## src/hdl/cps_pkg.sv

```systemverilog
// Shared types, codes and constants of the contactor pre-charge sequencer.
package cps_pkg;

  // Field widths
  localparam int CMD_W     = 2;
  localparam int MS_W      = 16;
  localparam int RAW_W     = 12;
  localparam int MV_W      = 21;
  localparam int MA_W      = 21;
  localparam int PH_W      = 3;
  localparam int TIMER_W   = 32;
  localparam int NUM_W     = 20;
  localparam int DEN_W     = 16;
  localparam int PCT_W     = 7;
  localparam int LIMIT_W   = 20;
  localparam int IDX_W     = 3;
  localparam int CFG_W     = 20;
  localparam int IN_DATA_W = 72;
  localparam int OUT_W     = 16;

  // Divider operand width: raw * num fits in 32 bits
  localparam int DIV_W     = RAW_W + NUM_W;
  localparam int PCTPROD_W = DIV_W + PCT_W;
  localparam int LIM_W     = 29;

  localparam int PCT_DIV   = 100;
  localparam int MIN_MA    = 1000;

  // Register reset values
  localparam logic [NUM_W-1:0]   RST_BUS_NUM = 20'd1000000;
  localparam logic [DEN_W-1:0]   RST_BUS_DEN = 16'd4095;
  localparam logic [PCT_W-1:0]   RST_PCT     = 7'd95;
  localparam logic [LIMIT_W-1:0] RST_MATCH   = 20'd5000;
  localparam logic [MS_W-1:0]    RST_PRE_TO  = 16'd5000;
  localparam logic [MS_W-1:0]    RST_CLS_TO  = 16'd100;
  localparam logic [MS_W-1:0]    RST_WELD_MS = 16'd500;

  // Register indexes
  localparam logic [IDX_W-1:0] REG_BUS_NUM  = 3'd0;
  localparam logic [IDX_W-1:0] REG_BUS_DEN  = 3'd1;
  localparam logic [IDX_W-1:0] REG_PCT      = 3'd2;
  localparam logic [IDX_W-1:0] REG_MATCH    = 3'd3;
  localparam logic [IDX_W-1:0] REG_PRE_TO   = 3'd4;
  localparam logic [IDX_W-1:0] REG_CLS_TO   = 3'd5;
  localparam logic [IDX_W-1:0] REG_WELD_MS  = 3'd6;

  typedef enum logic [CMD_W-1:0] {
    CMD_TICK  = 2'd0,
    CMD_CLOSE = 2'd1,
    CMD_OPEN  = 2'd2
  } cmd_t;

  typedef enum logic [PH_W-1:0] {
    PH_OPEN      = 3'd0,
    PH_PRECHARGE = 3'd1,
    PH_CLOSING   = 3'd2,
    PH_CLOSED    = 3'd3,
    PH_OPENING   = 3'd4,
    PH_WELDED    = 3'd5
  } phase_t;

  // Controller to datapath
  typedef struct packed {
    logic load;
    logic mul;
    logic div_start;
    logic pct;
    logic commit;
  } cps_cmd_t;

  // Datapath to controller
  typedef struct packed {
    logic need_scale;
    logic div_done;
  } cps_stat_t;

endpackage

```

## src/hdl/cps_div.sv

```systemverilog
// Restoring divider, one quotient bit per cycle, for bus voltage scaling.
module cps_div (
  input  logic                       clk,
  input  logic                       rst_n,
  input  logic                       start,
  input  logic [cps_pkg::DIV_W-1:0]  dividend,
  input  logic [cps_pkg::DEN_W-1:0]  divisor,
  output logic                       done,
  output logic [cps_pkg::DIV_W-1:0]  quotient
);
  import cps_pkg::*;

  localparam int CNT_W = $clog2(DIV_W);

  logic             busy_r, busy_nxt;
  logic             done_r, done_nxt;
  logic [CNT_W-1:0] cnt_r, cnt_nxt;
  logic [DEN_W-1:0] rem_r, rem_nxt;
  logic [DIV_W-1:0] quo_r, quo_nxt;
  logic [DEN_W-1:0] dsr_r, dsr_nxt;
  logic [DEN_W:0]   trial;
  logic [DEN_W:0]   diff;
  logic             fits;

  assign trial = {rem_r, quo_r[DIV_W-1]};
  assign diff  = trial - {1'b0, dsr_r};
  assign fits  = (trial >= {1'b0, dsr_r});

  always_comb begin
    busy_nxt = busy_r;
    done_nxt = 1'b0;
    cnt_nxt  = cnt_r;
    rem_nxt  = rem_r;
    quo_nxt  = quo_r;
    dsr_nxt  = dsr_r;
    if (start) begin
      busy_nxt = 1'b1;
      cnt_nxt  = '0;
      rem_nxt  = '0;
      quo_nxt  = dividend;
      dsr_nxt  = divisor;
    end else if (busy_r) begin
      rem_nxt = fits ? diff[DEN_W-1:0] : trial[DEN_W-1:0];
      quo_nxt = {quo_r[DIV_W-2:0], fits};
      cnt_nxt = cnt_r + CNT_W'(1);
      if (cnt_r == CNT_W'(DIV_W - 1)) begin
        busy_nxt = 1'b0;
        done_nxt = 1'b1;
      end
    end
  end

  always_ff @(posedge clk) begin
    if (!rst_n) begin
      busy_r <= 1'b0;
      done_r <= 1'b0;
      cnt_r  <= '0;
    end else begin
      busy_r <= busy_nxt;
      done_r <= done_nxt;
      cnt_r  <= cnt_nxt;
    end
  end

  always_ff @(posedge clk) begin
    rem_r <= rem_nxt;
    quo_r <= quo_nxt;
    dsr_r <= dsr_nxt;
  end

  assign done     = done_r;
  assign quotient = quo_r;

`ifndef SYNTHESIS
  a_done_ends_busy: assert property (@(posedge clk) disable iff (!rst_n)
    done_r |-> !busy_r)
    else $error("divider done while still iterating");
  a_start_busy: assert property (@(posedge clk) disable iff (!rst_n)
    start |=> busy_r)
    else $error("divider did not start");
  a_done_pulse: assert property (@(posedge clk) disable iff (!rst_n)
    done_r |=> !done_r)
    else $error("divider done longer than one cycle");
`endif

endmodule

```

## src/hdl/cps_dp.sv

```systemverilog
// Datapath: registers, item capture, bus scaling and phase update logic.
module cps_dp (
  input  logic                          clk,
  input  logic                          rst_n,
  input  logic                          cfg_we,
  input  logic [cps_pkg::IDX_W-1:0]     cfg_index,
  input  logic [cps_pkg::CFG_W-1:0]     cfg_data,
  input  cps_pkg::cps_cmd_t             cmd,
  output cps_pkg::cps_stat_t            stat,
  input  logic [cps_pkg::CMD_W-1:0]     in_tuser,
  input  logic [cps_pkg::IN_DATA_W-1:0] in_tdata,
  output logic [cps_pkg::OUT_W-1:0]     out_tdata
);
  import cps_pkg::*;

  // Configuration
  logic [NUM_W-1:0]   num_r;
  logic [DEN_W-1:0]   den_r;
  logic [PCT_W-1:0]   pct_r;
  logic [LIMIT_W-1:0] match_r;
  logic [MS_W-1:0]    pre_to_r, cls_to_r, weld_ms_r;

  // Captured item
  logic [CMD_W-1:0] cmd_r;
  logic [MS_W-1:0]  elapsed_r;
  logic [RAW_W-1:0] raw_r;
  logic [MV_W-1:0]  pack_mv_r;
  logic [MA_W-1:0]  pack_ma_r;
  logic             fb_pos_r, fb_neg_r;

  // Sequencer state
  phase_t           phase_r, phase_nxt;
  phase_t           reported_r, reported_nxt;
  logic [TIMER_W-1:0] timer_r, timer_nxt;
  logic             close_pend_r, close_pend_nxt;
  logic             open_pend_r, open_pend_nxt;
  logic             drv_pos_r, drv_pos_nxt;
  logic             drv_neg_r, drv_neg_nxt;
  logic             drv_pre_r, drv_pre_nxt;
  logic             weld_r, weld_nxt;

  // Scaling
  logic [DIV_W-1:0]     prod_r;
  logic [PCTPROD_W-1:0] pctprod_r;
  logic                 diff_ok_r;
  logic [DEN_W-1:0]     den_eff;
  logic                 div_done;
  logic [DIV_W-1:0]     bus_mv;
  logic [DIV_W-1:0]     pack_ext;
  logic [DIV_W-1:0]     vdiff;
  logic [LIM_W-1:0]     lim;
  logic                 close_ok;

  logic [TIMER_W:0]   tsum;
  logic [TIMER_W-1:0] t_new;
  logic [TIMER_W-1:0] t_pre;
  logic [MA_W-1:0]    ma_mag;
  logic [OUT_W-1:0]   out_nxt;
  logic [OUT_W-1:0]   out_r;

  assign den_eff = (den_r == '0) ? DEN_W'(1) : den_r;

  cps_div u_div (
    .clk      (clk),
    .rst_n    (rst_n),
    .start    (cmd.div_start),
    .dividend (prod_r),
    .divisor  (den_eff),
    .done     (div_done),
    .quotient (bus_mv)
  );

  assign stat.need_scale = (cmd_t'(cmd_r) == CMD_TICK) && (phase_r == PH_PRECHARGE)
                           && !open_pend_r;
  assign stat.div_done   = div_done;

  assign pack_ext = {(DIV_W-MV_W)'(0), pack_mv_r};
  assign vdiff    = (pack_ext > bus_mv) ? (pack_ext - bus_mv) : (bus_mv - pack_ext);

  // pack >= floor(x/100)  <=>  x < (pack + 1) * 100
  assign lim = LIM_W'(({(LIM_W-MV_W)'(0), pack_mv_r} + LIM_W'(1)) * LIM_W'(PCT_DIV));
  assign close_ok = (pctprod_r >= PCTPROD_W'(PCT_DIV))
                    && (pctprod_r < {(PCTPROD_W-LIM_W)'(0), lim})
                    && diff_ok_r;

  // Saturating phase timer
  assign tsum  = {1'b0, timer_r} + {(TIMER_W+1-MS_W)'(0), elapsed_r};
  assign t_new = tsum[TIMER_W] ? '1 : tsum[TIMER_W-1:0];
  // Timeout test in pre-charge sees the timer after a main close restarted it
  assign t_pre = close_ok ? '0 : t_new;

  assign ma_mag = pack_ma_r[MA_W-1] ? (MA_W'(0) - pack_ma_r) : pack_ma_r;

  always_comb begin
    phase_nxt      = phase_r;
    reported_nxt   = reported_r;
    timer_nxt      = timer_r;
    close_pend_nxt = close_pend_r;
    open_pend_nxt  = open_pend_r;
    drv_pos_nxt    = drv_pos_r;
    drv_neg_nxt    = drv_neg_r;
    drv_pre_nxt    = drv_pre_r;
    weld_nxt       = weld_r;
    case (cmd_t'(cmd_r))
      CMD_TICK: begin
        timer_nxt = t_new;
        case (phase_r)
          PH_OPEN: begin
            if (close_pend_r) begin
              close_pend_nxt = 1'b0;
              phase_nxt      = PH_PRECHARGE;
              timer_nxt      = '0;
              drv_neg_nxt    = 1'b1;
              drv_pre_nxt    = 1'b1;
            end
          end
          PH_PRECHARGE: begin
            if (open_pend_r) begin
              open_pend_nxt = 1'b0;
              phase_nxt     = PH_OPENING;
              timer_nxt     = '0;
              drv_pos_nxt   = 1'b0;
              drv_neg_nxt   = 1'b0;
              drv_pre_nxt   = 1'b0;
            end else begin
              if (close_ok) begin
                phase_nxt   = PH_CLOSING;
                timer_nxt   = '0;
                drv_pos_nxt = 1'b1;
                drv_pre_nxt = 1'b0;
              end
              if (t_pre >= {(TIMER_W-MS_W)'(0), pre_to_r}) begin
                phase_nxt   = PH_OPEN;
                timer_nxt   = '0;
                drv_pos_nxt = 1'b0;
                drv_neg_nxt = 1'b0;
                drv_pre_nxt = 1'b0;
              end
            end
          end
          PH_CLOSING: begin
            if (open_pend_r) begin
              open_pend_nxt = 1'b0;
              phase_nxt     = PH_OPENING;
              timer_nxt     = '0;
              drv_pos_nxt   = 1'b0;
              drv_neg_nxt   = 1'b0;
              drv_pre_nxt   = 1'b0;
            end else if (fb_pos_r && fb_neg_r) begin
              phase_nxt    = PH_CLOSED;
              timer_nxt    = '0;
              reported_nxt = PH_CLOSED;
            end else if (t_new >= {(TIMER_W-MS_W)'(0), cls_to_r}) begin
              phase_nxt   = PH_OPEN;
              timer_nxt   = '0;
              drv_pos_nxt = 1'b0;
              drv_neg_nxt = 1'b0;
              drv_pre_nxt = 1'b0;
            end
          end
          PH_CLOSED: begin
            if (open_pend_r) begin
              open_pend_nxt = 1'b0;
              phase_nxt     = PH_OPENING;
              timer_nxt     = '0;
              drv_pos_nxt   = 1'b0;
              drv_neg_nxt   = 1'b0;
              drv_pre_nxt   = 1'b0;
            end
          end
          PH_OPENING: begin
            if (ma_mag < MA_W'(MIN_MA)) begin
              phase_nxt    = PH_OPEN;
              timer_nxt    = '0;
              reported_nxt = PH_OPEN;
            end else if (t_new >= {(TIMER_W-MS_W)'(0), weld_ms_r}) begin
              phase_nxt    = PH_WELDED;
              reported_nxt = PH_WELDED;
              weld_nxt     = 1'b1;
            end
          end
          default: begin
          end
        endcase
      end
      CMD_CLOSE: begin
        if (phase_r == PH_OPEN) close_pend_nxt = 1'b1;
      end
      CMD_OPEN: begin
        if (phase_r inside {PH_PRECHARGE, PH_CLOSING, PH_CLOSED}) open_pend_nxt = 1'b1;
      end
      default: begin
      end
    endcase
  end

  // phase, pos, neg, pre, reported, weld, faulted from bit 0 up
  assign out_nxt = {5'b0, (phase_nxt == PH_WELDED), weld_nxt, reported_nxt,
                    drv_pre_nxt, drv_neg_nxt, drv_pos_nxt, phase_nxt};

  always_ff @(posedge clk) begin
    if (!rst_n) begin
      num_r        <= RST_BUS_NUM;
      den_r        <= RST_BUS_DEN;
      pct_r        <= RST_PCT;
      match_r      <= RST_MATCH;
      pre_to_r     <= RST_PRE_TO;
      cls_to_r     <= RST_CLS_TO;
      weld_ms_r    <= RST_WELD_MS;
      phase_r      <= PH_OPEN;
      reported_r   <= PH_OPEN;
      timer_r      <= '0;
      close_pend_r <= 1'b0;
      open_pend_r  <= 1'b0;
      drv_pos_r    <= 1'b0;
      drv_neg_r    <= 1'b0;
      drv_pre_r    <= 1'b0;
      weld_r       <= 1'b0;
    end else begin
      if (cfg_we) begin
        case (cfg_index)
          REG_BUS_NUM: num_r     <= cfg_data[NUM_W-1:0];
          REG_BUS_DEN: den_r     <= cfg_data[DEN_W-1:0];
          REG_PCT:     pct_r     <= cfg_data[PCT_W-1:0];
          REG_MATCH:   match_r   <= cfg_data[LIMIT_W-1:0];
          REG_PRE_TO:  pre_to_r  <= cfg_data[MS_W-1:0];
          REG_CLS_TO:  cls_to_r  <= cfg_data[MS_W-1:0];
          REG_WELD_MS: weld_ms_r <= cfg_data[MS_W-1:0];
          default: begin
          end
        endcase
      end
      if (cmd.commit) begin
        phase_r      <= phase_nxt;
        reported_r   <= reported_nxt;
        timer_r      <= timer_nxt;
        close_pend_r <= close_pend_nxt;
        open_pend_r  <= open_pend_nxt;
        drv_pos_r    <= drv_pos_nxt;
        drv_neg_r    <= drv_neg_nxt;
        drv_pre_r    <= drv_pre_nxt;
        weld_r       <= weld_nxt;
      end
    end
  end

  always_ff @(posedge clk) begin
    if (cmd.load) begin
      cmd_r     <= in_tuser;
      elapsed_r <= in_tdata[15:0];
      raw_r     <= in_tdata[27:16];
      pack_mv_r <= in_tdata[48:28];
      pack_ma_r <= in_tdata[69:49];
      fb_pos_r  <= in_tdata[70];
      fb_neg_r  <= in_tdata[71];
    end
    if (cmd.mul) prod_r <= DIV_W'({{(DIV_W-RAW_W){1'b0}}, raw_r} * {{(DIV_W-NUM_W){1'b0}}, num_r});
    if (cmd.pct) begin
      pctprod_r <= PCTPROD_W'({{(PCTPROD_W-DIV_W){1'b0}}, bus_mv}
                              * {{(PCTPROD_W-PCT_W){1'b0}}, pct_r});
      diff_ok_r <= (vdiff < {(DIV_W-LIMIT_W)'(0), match_r});
    end
    if (cmd.commit) out_r <= out_nxt;
  end

  assign out_tdata = out_r;

`ifndef SYNTHESIS
  a_weld_phase: assert property (@(posedge clk) disable iff (!rst_n)
    weld_r |-> (phase_r == PH_WELDED))
    else $error("weld fault latched outside welded phase");
  a_pre_coil: assert property (@(posedge clk) disable iff (!rst_n)
    drv_pre_r |-> (phase_r == PH_PRECHARGE))
    else $error("pre-charge coil driven outside pre-charge");
  a_open_main: assert property (@(posedge clk) disable iff (!rst_n)
    (phase_r == PH_OPEN) |-> !drv_pos_r)
    else $error("main contactor driven while open");
`endif

endmodule

```

## src/hdl/cps_ctrl.sv

```systemverilog
// Controller: item handshake and sequencing of the scaling steps.
module cps_ctrl (
  input  logic               clk,
  input  logic               rst_n,
  input  logic               in_tvalid,
  output logic               in_tready,
  output logic               out_tvalid,
  input  logic               out_tready,
  output cps_pkg::cps_cmd_t  cmd,
  input  cps_pkg::cps_stat_t stat
);
  import cps_pkg::*;

  typedef enum logic [2:0] {
    S_IDLE,
    S_MUL,
    S_DIVGO,
    S_DIVWAIT,
    S_PCT,
    S_COMMIT
  } state_t;

  state_t state_r, state_nxt;
  logic   out_tvalid_r, out_tvalid_nxt;
  logic   out_free;

  assign out_free = !out_tvalid_r || out_tready;

  always_comb begin
    state_nxt      = state_r;
    out_tvalid_nxt = out_tvalid_r && !out_tready;
    cmd            = '0;
    case (state_r)
      S_IDLE: begin
        if (in_tvalid) begin
          cmd.load  = 1'b1;
          state_nxt = S_MUL;
        end
      end
      S_MUL: begin
        cmd.mul   = 1'b1;
        state_nxt = stat.need_scale ? S_DIVGO : S_COMMIT;
      end
      S_DIVGO: begin
        cmd.div_start = 1'b1;
        state_nxt     = S_DIVWAIT;
      end
      S_DIVWAIT: begin
        if (stat.div_done) state_nxt = S_PCT;
      end
      S_PCT: begin
        cmd.pct   = 1'b1;
        state_nxt = S_COMMIT;
      end
      S_COMMIT: begin
        if (out_free) begin
          cmd.commit     = 1'b1;
          out_tvalid_nxt = 1'b1;
          state_nxt      = S_IDLE;
        end
      end
      default: state_nxt = S_IDLE;
    endcase
  end

  always_ff @(posedge clk) begin
    if (!rst_n) begin
      state_r      <= S_IDLE;
      out_tvalid_r <= 1'b0;
    end else begin
      state_r      <= state_nxt;
      out_tvalid_r <= out_tvalid_nxt;
    end
  end

  assign in_tready  = (state_r == S_IDLE);
  assign out_tvalid = out_tvalid_r;

`ifndef SYNTHESIS
  a_accept_next: assert property (@(posedge clk) disable iff (!rst_n)
    (in_tvalid && in_tready) |=> (state_r == S_MUL))
    else $error("accepted item not processed");
  a_commit_free: assert property (@(posedge clk) disable iff (!rst_n)
    cmd.commit |-> out_free)
    else $error("result overwrites one not yet taken");
  a_valid_from_commit: assert property (@(posedge clk) disable iff (!rst_n)
    $rose(out_tvalid_r) |-> $past(cmd.commit))
    else $error("result valid without a commit");
`endif

endmodule

```

## src/hdl/contactor_precharge_sequencer_unit.sv

```systemverilog
// Top level of the contactor pre-charge sequencer.
//
//  channel | ports                        | content
//  --------+------------------------------+------------------------------------------
//  in      | in_tvalid/tready/tdata/tuser | tuser command, tdata tick measurements
//  out     | out_tvalid/tready/tdata      | phase, coil drives, reported phase, faults
//  cfg     | cfg_valid/ready/index/data   | register writes, always ready
//
// A request, a tick outside pre-charge or a tick that takes a pending open passes
// the multiply step and then commits. A scaling pre-charge tick commits after the
// 32-step restoring divider plus its multiply and percent steps.
// in_tready returns together with out_tvalid, so no item is taken before the last commits.
// rst_n is synchronous; it restores register defaults and the open phase.
// A new item is taken while the last result waits; its result holds until out is free.
module contactor_precharge_sequencer_unit (
  input  logic                          clk,
  input  logic                          rst_n,
  input  logic                          in_tvalid,
  output logic                          in_tready,
  // elapsed_ms, bus_adc_raw, pack_mv, pack_ma, feedback_pos, feedback_neg
  input  logic [cps_pkg::IN_DATA_W-1:0] in_tdata,
  // command
  input  logic [cps_pkg::CMD_W-1:0]     in_tuser,
  output logic                          out_tvalid,
  input  logic                          out_tready,
  // phase, drive_pos, drive_neg, drive_precharge, reported_phase, weld_fault,
  // faulted, zero fill
  output logic [cps_pkg::OUT_W-1:0]     out_tdata,
  input  logic                          cfg_valid,
  output logic                          cfg_ready,
  input  logic [cps_pkg::IDX_W-1:0]     cfg_index,
  input  logic [cps_pkg::CFG_W-1:0]     cfg_data
);
  import cps_pkg::*;

  cps_cmd_t  cmd;
  cps_stat_t stat;

  assign cfg_ready = 1'b1;

  cps_ctrl u_ctrl (
    .clk        (clk),
    .rst_n      (rst_n),
    .in_tvalid  (in_tvalid),
    .in_tready  (in_tready),
    .out_tvalid (out_tvalid),
    .out_tready (out_tready),
    .cmd        (cmd),
    .stat       (stat)
  );

  cps_dp u_dp (
    .clk       (clk),
    .rst_n     (rst_n),
    .cfg_we    (cfg_valid && cfg_ready),
    .cfg_index (cfg_index),
    .cfg_data  (cfg_data),
    .cmd       (cmd),
    .stat      (stat),
    .in_tuser  (in_tuser),
    .in_tdata  (in_tdata),
    .out_tdata (out_tdata)
  );

endmodule
```

## config.mk

```make
export PLATFORM = sky130hd
export DESIGN_NAME = contactor_precharge_sequencer_unit
export DESIGN_NICKNAME = d
export VERILOG_FILES = /design/src/hdl/cps_pkg.sv /design/src/hdl/cps_div.sv /design/src/hdl/cps_dp.sv /design/src/hdl/cps_ctrl.sv /design/src/hdl/contactor_precharge_sequencer_unit.sv
export SDC_FILE = /design/constraint.sdc
export NUM_CORES = 2
export LEC_CHECK = 0
export ABC_AREA = 1
export BUFFER_PORTS_ARGS = -buffer_cell sky130_fd_sc_hd__buf_4
export CAP_MARGIN = 20
export CORE_MARGIN = 2
export CORE_UTILIZATION = 55
export CTS_CLUSTER_SIZE = 40
export DETAILED_ROUTE_END_ITERATION = 12
export PLACE_DENSITY = 0.72
export SYNTH_ARGS = -nofsm -noshare
export SYNTH_HDL_FRONTEND = slang
export SYNTH_SLANG_ARGS = --single-unit
```

## constraint.sdc

```tcl
create_clock -name clk -period 15.5 [get_ports clk]
set_input_delay 0 -clock clk [delete_from_list [all_inputs] [get_ports clk]]
set_output_delay 0 -clock clk [all_outputs]
set_load 0.02 [all_outputs]
```

# After elaboration in Yosys (flattened, before gate mapping)
# Cells that the tools add are included.
dict set report totals {
  elab_cells 205
  output_inout_bits 19
  reg_bits 387
}
dict set report classes {
  n_mux 90
  n_lt_le_gt_ge 9
  n_eq_ne 26
  addsub 7
  n_reduce_logical 33
  bitwise_logic 2
  mul 3
}
# op n
set ops {}
lappend ops {{$mux 32} 13}
lappend ops {{$pmux 32 s5} 1}
lappend ops {{$ge 32x16->1} 3}
lappend ops {{$mux 3} 20}
lappend ops {{$mux 1} 46}
lappend ops {{$ge 39x7->1 const B} 1}
lappend ops {{$lt 39x29->1} 1}
lappend ops {{$mul 32x7->39} 1}
lappend ops {{$add 32x16->33} 1}
lappend ops {{$gt 21x32->1} 1}
lappend ops {{$lt 32x20->1} 1}
lappend ops {{$mul 12x20->32} 1}
lappend ops {{$sub 21x32->32} 1}
lappend ops {{$sub 32x21->32} 1}
lappend ops {{$mul 29x5->27 const B} 1}
lappend ops {{$add 21x1->22 const B} 1}
lappend ops {{$eq 3x3->1 const B} 7}
lappend ops {{$lt 21x10->1 const B} 1}
lappend ops {{$mux 21} 1}
lappend ops {{$sub 1x21->21 const A} 1}
lappend ops {{$eq 3x2->1 const B} 6}
lappend ops {{$pmux 3 s6} 1}
lappend ops {{$ge 17x16->1} 1}
lappend ops {{$logic_not 16->1} 1}
lappend ops {{27 further kinds} 57}

# Logic depth before layout (Yosys ltp)
dict set report logic_depth {
  ltp_word 12
  mapped_depth 62
}

# By module
# From an unflattened synthesis, not the netlist that was laid out.
dict set report unflattened {
  cells_unflattened 5152
  area_unflattened_um2 39436.6
}
# module instances area_each_um2 cells_per_inst
set by_module_without_submodules {}
lappend by_module_without_submodules {cps_dp 1 35037.4 4589}
lappend by_module_without_submodules {cps_div 1 4086.4 511}
lappend by_module_without_submodules {cps_ctrl 1 301.5 50}
lappend by_module_without_submodules {contactor_precharge_sequencer_unit 1 11.3 2}

# Worst setup path after synthesis
# OpenSTA, ideal clock, no wires.
dict set report synth_timing {
  path_type {reg-to-reg}
  from {reg u_dp.pack_mv_r[1]}
  to {reg u_dp.timer_r[4]}
  path_slack_ns 8.098
  stages_incl_launch_ff 58
  setup_time_ns 0.067
  synth_period_minus_slack_ns 7.402
  arrival_time_ns 7.335
  path_cell_list {edfxtp_1 -> ha_1 -> nand2_1 -> nor3_1 -> nand3_1 -> nor2_1 -> inv_1 -> nor2_1 -> nand3_1 -> nor3_1 -> nand4_1 -> xor2_1 -> ha_1 -> ha_1 -> inv_1 -> fa_1 -> inv_1 -> ha_1 -> [22 not listed] -> nand2_1 -> nand2_1 -> nand2_1 -> nand2_1 -> nand2_1 -> nand2_1 -> nand2_1 -> nand2_1 -> nand2_1 -> nand3_1 -> nor2_1 -> nand4_1 -> nand2_1 -> nand2_2 -> nand2_4 -> buf_12 -> nand2_4 -> a21oi_2}
}
dict set report synth_via {
  elab_chain_cells 10
}
# element line
set synth_lines {}
lappend synth_lines {{start, declared} cps_dp.sv:27} ;# logic [MV_W-1:0] pack_mv_r;
lappend synth_lines {{start signal, assigned} cps_dp.sv:252} ;# pack_mv_r <= in_tdata[48:28];
lappend synth_lines {{$add 21x1->22 *} cps_dp.sv:81} ;# assign lim = LIM_W'(({(LIM_W-MV_W)'(0), pack_mv_r} + LIM_W'(1)) * LIM_W'(PCT_DIV));
lappend synth_lines {{$mul 29x5->27 *} cps_dp.sv:81}
lappend synth_lines {{$lt 39x29->1 *} cps_dp.sv:83} ;# && (pctprod_r < {(PCTPROD_W-LIM_W)'(0), lim})
lappend synth_lines {{$logic_and 1x1->1 *} cps_dp.sv:83}
lappend synth_lines {{$logic_and 1x1->1 *} cps_dp.sv:84} ;# && diff_ok_r;
lappend synth_lines {{$mux 32 *} {cps_dp.sv:90, cps_dp.sv:126}}
lappend synth_lines {{$ge 32x16->1} cps_dp.sv:132} ;# if (t_pre >= {(TIMER_W-MS_W)'(0), pre_to_r}) begin
lappend synth_lines {{$mux 32 *} cps_dp.sv:132}
lappend synth_lines {{$mux 32 *} cps_dp.sv:118} ;# if (open_pend_r) begin
lappend synth_lines {{$pmux 32 s5 *} cps_dp.sv:107} ;# case (phase_r)
lappend synth_lines {{end signal, assigned} cps_dp.sv:236} ;# timer_r <= timer_nxt;
lappend synth_lines {{end, declared} cps_dp.sv:34} ;# logic [TIMER_W-1:0] timer_r, timer_nxt;
# Every way passes the cells marked *; elsewhere a longest branch is shown, timed or not.
# A chain may end at the register's enable or synchronous reset.

# Final worst setup path
dict set report layout_timing {
  from {reg u_dp.pack_mv_r[1]}
  to {reg u_dp.timer_r[13]}
}
# Same word-level chain as after synthesis.

==> metrics.cfg <==
[outcome]
status = finished clean

[clock_network]
clock_latency_ns = 0.62
cts_buffer_depth = 3
cts.sinks = 385
numCtsBuffers = 44
cts_tree = done
cts.repair.resized = 0
cts.htree.levels = 2
cts_root_buffer = clkbuf_16
clk_pin_slew_ns = 0.06

[synthesis]
synth_area_leaders = fa_1 (18%), edfxtp_1 (16%), ha_1 (12%)
yosysMostFrequentCell = nand2_1
synth-edff-count = 203
synthArstFlopShare = 0
ys_warn_count = 0
synth_top_cell_area_share = 0.1780
synthFlopType = edfxtp_1
syn_avg_cell_area_um2 = 7.688
synth-seq-cells = 385
synth_cell_types = 66
synth.cell_area_um2 = 39250
ys_seq_area_frac = 0.2481
synth_cells = 5106
yosys-top-cells-count = nand2_1 (1,178), inv_1 (1,069), ha_1 (367)
yosys.area.top_type = fa_1

[sta]
period_needed_ns = 9.066
hold_viol = 0
setup_ws_ns = 6.434
rsz0062_at_grt = false
skew_ns = 0.04932
hold_slack_ns = 0.1023
drv_slew = 0
setup-violations-final = 0
max_freq_ghz = 0.1103
setup_tns_ns = 0
fin_crit_sh = 0.5849
worstMarginPinSlew_ns = 1.150
relSlewSlack = 0.2263

[pwr]
power.internal_mw = 2.913
ir_drop_mv = 0.1509
p_per_area_nw_per_um2 = 118.6
switching_share = 0.4325
seq_power_share = 0.269
combPwrFrac = 0.527
p_sw_mw = 2.220
leakage_nw = 22.25
total_power_mw = 5.134
clkPwrFrac = 0.204

[routing]
ant_nets = 0
via_per_inst = 5.361
num_vias = 33157
drtIter0Drc = 2852
firstDrtPassIters = 6
drt_wl_total_mm = 105.5
wl_per_cell_um = 17.05
drc = 0

[final_layout]
ff_latch_area_um2 = 9742
final_util = 0.6148
nNetsFinal = 6026
synthToLayoutAreaGrowth_pct = 10.26
layout-drive-gt1-share = 0.05473
stdcell_count = 6185
fillerInstances = 6298
fin_area_um2 = 43280
multi_input_area_um2 = 24690

[critical_path]
crit_path_end_kind = register
crit_top_cell = nand2_1
path_max_fanout = 20
startpoint = u_dp.pack_mv_r[1]$_DFFE_PP_
worstSetupPathType = register to register
critical_path.reg2reg.startpoint = u_dp.pack_mv_r[1]$_DFFE_PP_
r2r_setup_slack_ns = 6.43
start_kind = register
slowest_delay_ns = 0.52
crit_required_ns = 16.04
worstPathArrival_ns = 9.61
worst_path_max_delay_cell = fa_1

[worst_hold_path]
hp-class = primary input to register
min-delay-start = in_tdata[13]

[global_route]
gr-total-overflow = 0
grt_pass1_wl_mm = 171.6
busiest_layer = met2
grt_pass1_vias = 32693
grtUsageMet1 = 0.3938
grt_use_total = 0.2899
met3_usage = 0.03565
grt_max_degree = 86
antenna_found_initial = 2
grt_util_met2 = 0.4762

[placement]
place_ws_ns = 6.561
place_congestion = 0.9547
placed_cells = 5987
dp_hpwl_mm = 80.78
port_buffers = 114
place_area_um2 = 40670

[floorplanning]
die_y_um = 271.2
start_util = 0.5576
die-area_um2 = 73520
core_um2 = 70390
die_w_um = 271.2
io_pins = 121
row_count = 97

[flow_run]
max_cap_viol_count = 0

[state kept, by name, summed over array words and instances, names as in the netlist, 2 cells and up]
| name | cells |
|---|---|
| u_ctrl.state_r | 3 |
| u_dp.cls_to_r | 16 |
| u_dp.cmd_r | 2 |
| u_dp.den_r | 16 |
| u_dp.elapsed_r | 16 |
| u_dp.match_r | 20 |
| u_dp.num_r | 20 |
| u_dp.out_tdata | 11 |
| u_dp.pack_ma_r | 21 |
| u_dp.pack_mv_r | 21 |
| u_dp.pct_r | 7 |
| u_dp.pctprod_r | 37 |
| u_dp.phase_r | 3 |
| u_dp.pre_to_r | 16 |
| u_dp.prod_r | 32 |
| u_dp.raw_r | 12 |
| u_dp.reported_r | 3 |
| u_dp.timer_r | 32 |
| u_dp.u_div.cnt_r | 5 |
| u_dp.u_div.dsr_r | 16 |
| u_dp.u_div.quotient | 32 |
| u_dp.u_div.rem_r | 16 |
| u_dp.weld_ms_r | 16 |
[power by group through the flow]
stage | Combinational (mW) | Clock [mW] | Sequential [mW]
final | 2.71 | 1.05 | 1.38
after detailed placement | 2.65 | 0 | 1.40
after CTS | 2.70 | 1.06 | 1.38
after global placement | 2.62 | 0 | 1.40
after floorplan | 2.03 | 0 | 1.34
after global routing | 3.09 | 1.10 | 1.39
[worst paths after layout]
path                                   endpoint  cells past startpoint
min                u_dp.elapsed_r[13]$_DFFE_PP_                      2
max               u_dp.timer_r[13]$_SDFFE_PN0P_                     50
min reg2reg  u_dp.u_div.dsr_r[11]$_SDFFCE_PN0P_                      0
max reg2reg       u_dp.timer_r[13]$_SDFFE_PN0P_                     50
[cells in the final DEF, fill, tap and decap left out, drive strengths merged, types with 58 or more instances in the layout]
master       instances
a21oi              327
buf                130
clkbuf              58
dfxtp              182
dlygate4sd3        114
edfxtp             203
fa                 349
ha                 367
inv               1087
nand2             1199
nand3              167
nor2               330
o21ai              276
xor2               110
[final cells by class]
cell class              count  area share
well taps                 940     0.02717
flip-flops and latches    385      0.2251
clock inverters            24    0.005753
repair buffers            244     0.04949
multi-input cells        3446      0.5706
clock buffers              58     0.02761
diodes                      1  0.00005782
inverters                1087     0.09427
[timing repair]
item / 4_1_cts / 5_1_grt
buffers inserted: 0 / 0
endpoints found under the hold margin: 236 / 0
hold buffers: 114 / 0
[critical path, delay by kind of cell (launching register included)]
kind,cells,cell delay [ns]
flip-flops,1,0.48
AND/OR/NAND/NOR,27,4.47
adder cells (fa/ha/maj),7,2.17
AO/OA/AOI/OAI,9,1.22
XOR/XNOR,1,0.20
buffers and inverters,6,0.42
[metal layers]
layer,vias up,wire length [µm]
met4,0,4221
met2,1124,48690
li1,16114,-
met3,196,6985
met5,-,0
met1,15723,45560
[cell families (layout without fill, tap and decap cells)]
group,after synthesis,in the layout,synth area share
AND/OR/NAND/NOR,1817,1817,0.1907
buffers and inverters,1279,1413,0.1241
AO/OA/AOI/OAI,744,744,0.1054
adder cells (fa/ha/maj),716,716,0.2950
flip-flops,385,385,0.2481
XOR/XNOR,159,159,0.03548
multiplexers,4,4,0.001052
other,2,7,0.0001913
Power figures use the tool's default switching activity.
